--- src/hdl/three_channel_window_monitor_top_assert.svh ---
// Assertion macros shared by the window monitor.
`ifndef THREE_CHANNEL_WINDOW_MONITOR_TOP_ASSERT_SVH
`define THREE_CHANNEL_WINDOW_MONITOR_TOP_ASSERT_SVH

// The consequent must hold in the same cycle as the antecedent.
`define TCWM_ASSERT_SAME(label, clk, rst_n, ante, cons) \
	label: assert property (@(posedge clk) disable iff (!rst_n) (ante) |-> (cons)) \
		else $error("window monitor check failed in the same cycle");

// The consequent must hold in the cycle after the antecedent.
`define TCWM_ASSERT_NEXT(label, clk, rst_n, ante, cons) \
	label: assert property (@(posedge clk) disable iff (!rst_n) (ante) |=> (cons)) \
		else $error("window monitor check failed one cycle later");

`endif

--- src/hdl/tcwm_pkg.sv ---
package tcwm_pkg;

	localparam int NumChannels = 3;
	localparam int NumRegs     = 7;
	localparam int ByteW       = 8;
	localparam int LampW       = 2 * NumChannels;
	localparam int RegIdxW     = $clog2(NumRegs);
	localparam int ChanPtrW    = 2;

	// Register indexes on the configuration port.
	localparam logic [RegIdxW-1:0] REG_LOW_A   = 3'd0;
	localparam logic [RegIdxW-1:0] REG_HIGH_A  = 3'd1;
	localparam logic [RegIdxW-1:0] REG_LOW_B   = 3'd2;
	localparam logic [RegIdxW-1:0] REG_HIGH_B  = 3'd3;
	localparam logic [RegIdxW-1:0] REG_LOW_C   = 3'd4;
	localparam logic [RegIdxW-1:0] REG_HIGH_C  = 3'd5;
	localparam logic [RegIdxW-1:0] REG_RELOAD  = 3'd6;

	// Input beat kinds.
	localparam logic MODE_SAMPLE = 1'b0;
	localparam logic MODE_TICK   = 1'b1;

	localparam logic [ByteW-1:0] CountdownReset = 8'd10;

	localparam logic [ByteW-1:0] RegResetVals [NumRegs] = '{
		8'h1F, 8'hB0, 8'h67, 8'hB0, 8'h6B, 8'hB0, 8'd10
	};

	// One report run handed from the evaluation logic to the output serializer.
	typedef struct packed {
		logic                                valid;
		logic [NumChannels-1:0][ByteW-1:0]   values;
		logic [LampW-1:0]                    lamps;
	} tcwm_report_t;

	// Window check of one channel. Returns {high lamp, low lamp}.
	// A value equal to either limit keeps the current lamps, unless it is also below the low or above the high limit.
	function automatic logic [1:0] judge_window(
		input logic [ByteW-1:0] value,
		input logic [ByteW-1:0] low_lim,
		input logic [ByteW-1:0] high_lim,
		input logic [1:0]       cur
	);
		logic [1:0] res;
		if (value < low_lim) begin
			res = 2'b01;
		end else if (value > low_lim && value < high_lim) begin
			res = 2'b00;
		end else if (value > high_lim) begin
			res = 2'b10;
		end else begin
			res = cur;
		end
		return res;
	endfunction

endpackage

--- src/hdl/tcwm_in_if.sv ---
interface tcwm_in_if;
	import tcwm_pkg::*;

	logic             valid;
	logic             ready;
	logic             mode;
	logic [ByteW-1:0] sample;

	modport source (output valid, output mode, output sample, input ready);
	modport sink (input valid, input mode, input sample, output ready);
endinterface

--- src/hdl/tcwm_out_if.sv ---
interface tcwm_out_if;
	import tcwm_pkg::*;

	logic             valid;
	logic             ready;
	logic [ByteW-1:0] tx_byte;
	logic [LampW-1:0] lamps;
	logic             last;

	modport source (output valid, output tx_byte, output lamps, output last, input ready);
	modport sink (input valid, input tx_byte, input lamps, input last, output ready);
endinterface

--- src/hdl/tcwm_cfg_if.sv ---
interface tcwm_cfg_if;
	import tcwm_pkg::*;

	logic               valid;
	logic               ready;
	logic [RegIdxW-1:0] index;
	logic [ByteW-1:0]   data;

	modport source (output valid, output index, output data, input ready);
	modport sink (input valid, input index, input data, output ready);
endinterface

--- src/hdl/three_channel_window_monitor_top.sv ---
// Sample beats and ticks that do not expire update state on acceptance and give no result.
// An expiring tick gives its first result beat the cycle after acceptance, in a run of three beats.
// Throughput: one input beat per cycle while no report run is in flight; a report run takes
// three output beats, and input is held off until the third beat is taken.
// Reset: limits and reload to defaults, countdown to ten, values, pointer and lamps cleared.
`include "three_channel_window_monitor_top_assert.svh"

module three_channel_window_monitor_top (
	input  logic      clk,
	input  logic      arst_n,
	tcwm_in_if.sink   samples,
	tcwm_out_if.source results,
	tcwm_cfg_if.sink  cfg
);
	import tcwm_pkg::*;

	logic [ByteW-1:0]                  regs_q [NumRegs];
	logic [NumChannels-1:0][ByteW-1:0] values_q;
	logic [ChanPtrW-1:0]               ptr_q;
	logic [ByteW-1:0]                  countdown_q;
	logic [LampW-1:0]                  lamps_q;
	logic [LampW-1:0]                  lamps_next;
	logic                              accept;
	logic                              expire;
	logic                              report_free;
	tcwm_report_t                      report;

	assign cfg.ready     = 1'b1;
	assign samples.ready = report_free;
	assign accept        = samples.valid && samples.ready;
	assign expire        = accept && (samples.mode == MODE_TICK) && (countdown_q == '0);

	// Configuration registers; indexes past the list are ignored.
	always_ff @(posedge clk or negedge arst_n) begin
		if (!arst_n) begin
			for (int i = 0; i < NumRegs; i++) begin
				regs_q[i] <= RegResetVals[i];
			end
		end else if (cfg.valid && cfg.ready && (cfg.index <= REG_RELOAD)) begin
			regs_q[cfg.index] <= cfg.data;
		end
	end

	// Window checks of all channels against the current stored values.
	always_comb begin
		lamps_next = lamps_q;
		for (int k = 0; k < NumChannels; k++) begin
			lamps_next[2*k +: 2] = judge_window(values_q[k], regs_q[2*k], regs_q[2*k+1],
				lamps_q[2*k +: 2]);
		end
	end

	// Sample storage: the pointer walks four slots, the last one drops the byte.
	always_ff @(posedge clk or negedge arst_n) begin
		if (!arst_n) begin
			ptr_q    <= '0;
			values_q <= '0;
		end else if (accept && (samples.mode == MODE_SAMPLE)) begin
			for (int k = 0; k < NumChannels; k++) begin
				if (ptr_q == ChanPtrW'(k)) begin
					values_q[k] <= samples.sample;
				end
			end
			ptr_q <= ptr_q + 1'b1;
		end
	end

	// Tick countdown and lamp update on expiry.
	always_ff @(posedge clk or negedge arst_n) begin
		if (!arst_n) begin
			countdown_q <= CountdownReset;
			lamps_q     <= '0;
		end else if (expire) begin
			countdown_q <= regs_q[REG_RELOAD];
			lamps_q     <= lamps_next;
		end else if (accept && (samples.mode == MODE_TICK)) begin
			countdown_q <= countdown_q - 1'b1;
		end
	end

	// Report run to the serializer.
	always_comb begin
		report.valid  = expire;
		report.values = values_q;
		report.lamps  = lamps_next;
	end

	tcwm_report u_report (
		.clk     (clk),
		.arst_n  (arst_n),
		.load    (report),
		.free    (report_free),
		.results (results)
	);

	// A run is never loaded over one still in flight.
	`TCWM_ASSERT_SAME(a_load_when_free, clk, arst_n, report.valid, report_free)
	// An expiring tick shows its first beat in the next cycle.
	`TCWM_ASSERT_NEXT(a_expire_reports, clk, arst_n, expire, results.valid && !results.last)
	// A run continues after any beat but the third.
	`TCWM_ASSERT_NEXT(a_run_continues, clk, arst_n,
		results.valid && results.ready && !results.last, results.valid)
	// Input is only taken during a run while its third beat leaves.
	`TCWM_ASSERT_SAME(a_input_hold, clk, arst_n, samples.ready && results.valid,
		results.last && results.ready)

endmodule

--- src/hdl/tcwm_report.sv ---
module tcwm_report (
	input  logic                   clk,
	input  logic                   arst_n,
	input  tcwm_pkg::tcwm_report_t load,
	output logic                   free,
	tcwm_out_if.source             results
);
	import tcwm_pkg::*;

	logic [NumChannels-1:0][ByteW-1:0] values_q;
	logic [LampW-1:0]                  lamps_q;
	logic [ChanPtrW-1:0]               idx_q;
	logic                              busy_q;
	logic                              pop;
	logic                              last_beat;

	// Beat bookkeeping.
	assign last_beat = (idx_q == ChanPtrW'(NumChannels - 1));
	assign pop       = busy_q && results.ready;
	assign free      = !busy_q || (pop && last_beat);

	// Output beat, one stored channel value per beat.
	assign results.valid   = busy_q;
	assign results.tx_byte = values_q[idx_q];
	assign results.lamps   = lamps_q;
	assign results.last    = last_beat;

	// Run control: a new run is loaded only when the buffer is free.
	always_ff @(posedge clk or negedge arst_n) begin
		if (!arst_n) begin
			busy_q <= 1'b0;
			idx_q  <= '0;
		end else if (load.valid) begin
			busy_q <= 1'b1;
			idx_q  <= '0;
		end else if (pop) begin
			if (last_beat) begin
				busy_q <= 1'b0;
				idx_q  <= '0;
			end else begin
				idx_q <= idx_q + 1'b1;
			end
		end
	end

	// Report payload.
	always_ff @(posedge clk) begin
		if (load.valid) begin
			values_q <= load.values;
			lamps_q  <= load.lamps;
		end
	end

endmodule

--- src/flat_wrapper.sv ---
// flat-port wrapper written by rule: the top's interface ports become plain ports
module three_channel_window_monitor_top_flat import tcwm_pkg::*;
  (clk, arst_n, samples_valid, samples_mode, samples_sample, samples_ready, results_valid, results_tx_byte, results_lamps, results_last, results_ready, cfg_valid, cfg_index, cfg_data, cfg_ready);
  tcwm_in_if samples_i ();
  tcwm_out_if results_i ();
  tcwm_cfg_if cfg_i ();
  input  logic clk;
  input  logic arst_n;
  input wire logic [$bits(samples_i.valid)-1:0] samples_valid;
  input wire logic [$bits(samples_i.mode)-1:0] samples_mode;
  input wire logic [$bits(samples_i.sample)-1:0] samples_sample;
  output wire logic [$bits(samples_i.ready)-1:0] samples_ready;
  output wire logic [$bits(results_i.valid)-1:0] results_valid;
  output wire logic [$bits(results_i.tx_byte)-1:0] results_tx_byte;
  output wire logic [$bits(results_i.lamps)-1:0] results_lamps;
  output wire logic [$bits(results_i.last)-1:0] results_last;
  input wire logic [$bits(results_i.ready)-1:0] results_ready;
  input wire logic [$bits(cfg_i.valid)-1:0] cfg_valid;
  input wire logic [$bits(cfg_i.index)-1:0] cfg_index;
  input wire logic [$bits(cfg_i.data)-1:0] cfg_data;
  output wire logic [$bits(cfg_i.ready)-1:0] cfg_ready;
  assign samples_i.valid = samples_valid;
  assign samples_i.mode = samples_mode;
  assign samples_i.sample = samples_sample;
  assign samples_ready = samples_i.ready;
  assign results_valid = results_i.valid;
  assign results_tx_byte = results_i.tx_byte;
  assign results_lamps = results_i.lamps;
  assign results_last = results_i.last;
  assign results_i.ready = results_ready;
  assign cfg_i.valid = cfg_valid;
  assign cfg_i.index = cfg_index;
  assign cfg_i.data = cfg_data;
  assign cfg_ready = cfg_i.ready;
  three_channel_window_monitor_top u_core (.clk(clk), .arst_n(arst_n), .samples(samples_i), .results(results_i), .cfg(cfg_i));
endmodule
--- config.mk ---
export PLATFORM = sky130hd
export DESIGN_NAME = three_channel_window_monitor_top_flat
export DESIGN_NICKNAME = d
export VERILOG_FILES = /design/src/hdl/tcwm_pkg.sv /design/src/hdl/tcwm_in_if.sv /design/src/hdl/tcwm_out_if.sv /design/src/hdl/tcwm_cfg_if.sv /design/src/hdl/three_channel_window_monitor_top.sv /design/src/hdl/tcwm_report.sv /design/src/flat_wrapper.sv
export VERILOG_INCLUDE_DIRS = /design/src /design/src/hdl
export SDC_FILE = /design/constraint.sdc
export NUM_CORES = 1
export LEC_CHECK = 0
export BUFFER_PORTS_ARGS = -buffer_cell sky130_fd_sc_hd__buf_2
export CAP_MARGIN = 20
export CORE_UTILIZATION = 36
export DETAILED_ROUTE_END_ITERATION = 12
export GPL_TIMING_DRIVEN = 0
export SYNTH_ARGS = -nofsm -noshare
export SYNTH_HDL_FRONTEND = slang
export SYNTH_SLANG_ARGS = --single-unit
--- constraint.sdc ---
create_clock -name clk -period 3.1 [get_ports clk]
set_input_delay 0.62 -clock clk [delete_from_list [all_inputs] [get_ports clk]]
set_output_delay 0.62 -clock clk [all_outputs]
set_load 0.01 [all_outputs]
==> results.toml <==
[critical_path]
cp-end-kind = "flop"
cp-startpoint = "u_core.countdown_q[4]"
path_class = "reg -> reg"
cp.required_ns = 3.22
max_stage_delay_ns = 0.45
rr_startpoint = "u_core.countdown_q[4]"
crit_path_cell_trace = "or2_0 -> or4_4 -> nor3b_1 -> nand2_1 -> inv_1 -> buf_16"
critical_path.slowest_cell = "or4_4"
critPathBufInv = 2
crit_fanout = 26
arrival_ns = 2.66
path_delay_family = "simple AND/OR/NAND/NOR gates"
cp-start-kind = "flop"

[clock_tree]
cts_tree = "yes"
h-tree-depth = 4
clk_pin_slew_ns = 0.06
worstSkewPairLatency_ns = 0.41
cts_sinks = 129
cts_resized = 0
post_cts_buffers = 0
cts-buffers-inserted = 17
cts_hold_buf = 0
ctsRootBufferMaster = "clkbuf_16"
clock_path_buffers = 2

[die]
initial_core_util = 0.368
coreArea_sq_um = 17300
die_width_microns = 135
num_rows = 48
ios = 43
die_y_microns = 135
dieArea_sq_um = 18200

[placed_design]
routabilityCongestion = 0.768
io_buffers = 39
dp_hpwl_microns = 10800
place_area_sq_um = 6900
placed_cells_incl_taps = 817

[power_and_ir_drop]
vdd_drop_max_mv = 0.495
pwr_density_cell_nw_per_um2 = 929
p_leak_nw = 3.34

[detailed_routing]
antenna_left = 0
totalWireLength_microns = 14500
vias = 4261
vias_per_cell = 5.02
route.detailed.drc = 0
wl_per_cell_microns = 17.1
drt_pass1_iterations = 4
drt_iter0_drc = 185

[logic_synthesis]
synth_edf_count = 30
yosysMostFrequentCell = "dfrtp_1"
avgSynthCellArea_sq_um = 11.6
syn_inst = 551
ys_async_sr_fraction = 0.767
synthTopCellsByArea = "dfrtp_1, edfxtp_1, dfstp_2"
synth_cell_types = 55
syn_nets = 628
synth_seq_area_share = 0.536
synth_common_cells = "dfrtp_1, nand2_1, inv_1"
yosysTopAreaCellShare = 0.279
synth-seq-cells = 129
syn_area_sq_um = 6370
synthFlopType = "dfrtp_1"
yosysWarnings = 0
synth_area_leader_cell = "dfrtp_1"

[global_routing]
grt-ovfl-total = 0
grt_pass1_wl_microns = 23300
grt_pass1_vias = 4388
grt_use_total = 0.174
antenna_found_initial = 0
grt_max_degree = 73

[sta]
fmax_mhz = 394
hold_viol = 0
rsz0062_at_grt = "false"
setup_viol = 0
fin_skew_ns = 0.00718
slew_headroom = 0.403
holdWs_ns = 0.132
final.min_clock_period_ns = 2.54
slew_violations = 0
tns_ns = 0
fin_crit_sh = 0.819
tightestPinTransition_ns = 0.894

[layout]
stdcell_count = 849
multiInputGateArea_sq_um = 2680
final_util = 0.435
final_area_sq_um = 7530
seq_area_sq_um = 3410
syn_to_final_growth_pct = 18.2
drive_gt1_frac = 0.272
nFillCells = 1642
finalNetCount = 688
antenna_cells = 0

[outcome]
status = "finished, final reports clean"

[run]
drv_cap = 0

[min_path]
min_path_type = "in -> async"
[state kept, by name (all words and copies together) (netlist names)]
| register | cells |
|---|---|
| u_core.lamps_q | 6 |
| u_core.u_report.results.lamps | 6 |
| u_core.regs_q | 56 |
| u_core.report | 24 |
| u_core.u_report.values_q | 24 |
| u_core.countdown_q | 8 |
| u_core.u_report.idx_q | 2 |
| u_core.u_report.results.valid | 1 |
| u_core.ptr_q | 2 |
[power breakdown]
part           internal [mW]  switching (mW)  total [mW]  leakage [nW]
combinational           1.00            1.17        2.18          1.62
clock                   1.36           0.737        2.10         0.300
sequential              2.29           0.430        2.72          1.42
[cell type report]
class / count / area share
buffer: 14 / 0.00897
sequential: 129 / 0.453
multi-input combinational: 352 / 0.355
inverter: 56 / 0.0279
timing repair buffer: 41 / 0.0336
clock buffer: 18 / 0.0583
clock inverter: 14 / 0.0249
tap: 225 / 0.0374
[kinds of logic (layout without fill, tap and decap cells)]
group / Yosys count / count (layout) / share of synthesized area
buf+inv: 70 / 143 / 0.0436
compound gates: 110 / 110 / 0.108
fa+ha+maj: 52 / 52 / 0.102
xor+xnor: 1 / 1 / 0.00138
other cells: 1 / 1 / 0.000589
mux: 66 / 66 / 0.114
simple gates: 122 / 122 / 0.0939
flops: 129 / 129 / 0.536
[placed cells by master (no fill, tap or decap), types with 5 or more instances in the layout]
master / synthesis / final
dfstp_2: 28 / 28
o21ai_0: 41 / 41
nor3_1: 5 / 5
a21oi_1: 25 / 25
nor2b_1: 6 / 6
inv_1: 56 / 56
mux2_2: 53 / 53
a21o_1: 8 / 8
o21ai_1: 5 / 5
nor2_1: 14 / 14
nand4_1: 6 / 6
ha_1: 52 / 52
dfrtp_1: 71 / 71
nand2_1: 61 / 61
clkbuf_1: 8 / 8
mux2i_1: 13 / 13
nand2b_1: 5 / 5
buf_2: 3 / 41
edfxtp_1: 30 / 30
clkbuf_16: 0 / 17
[final timing paths]
kind	endpoint	slack (ns)	cells after the start
max	u_core.u_report.results.lamps[3]	0.56	6
min	u_core.regs_q[55]	0.13	1
max reg2reg	u_core.u_report.results.lamps[3]	0.56	6
min reg2reg	u_core.countdown_q[4]	0.50	1
max in group asynchronous	u_core.regs_q[22]	2.24	2
min in group clk	u_core.report[29]	0.47	2
[worst reg2reg max path, delay by kind of cell, from the launching register on]
| kind | cells | cell delay (ns) |
|---|---|---|
| simple gates | 4 | 1.18 |
| buf+inv | 2 | 0.65 |
| flops | 1 | 0.40 |
[layer usage]
| metal | track usage | wire, microns |
|---|---|---|
| met5 | 0 | 0 |
| met4 | 0.0674 | 291 |
| met3 | 0.0372 | 368 |
| met2 | 0.296 | 7230 |
| met1 | 0.216 | 6630 |
[metrics by stage]
stage               worst slack (ns)  power [mW]
global placement             -0.0508        4.79
global route                   0.416        7.47
CTS                            0.529        7.06
floorplan                      0.683        4.19
detailed placement             0.389        4.93
finish                         0.561        7.00
(Power assumes the default switching activity.)
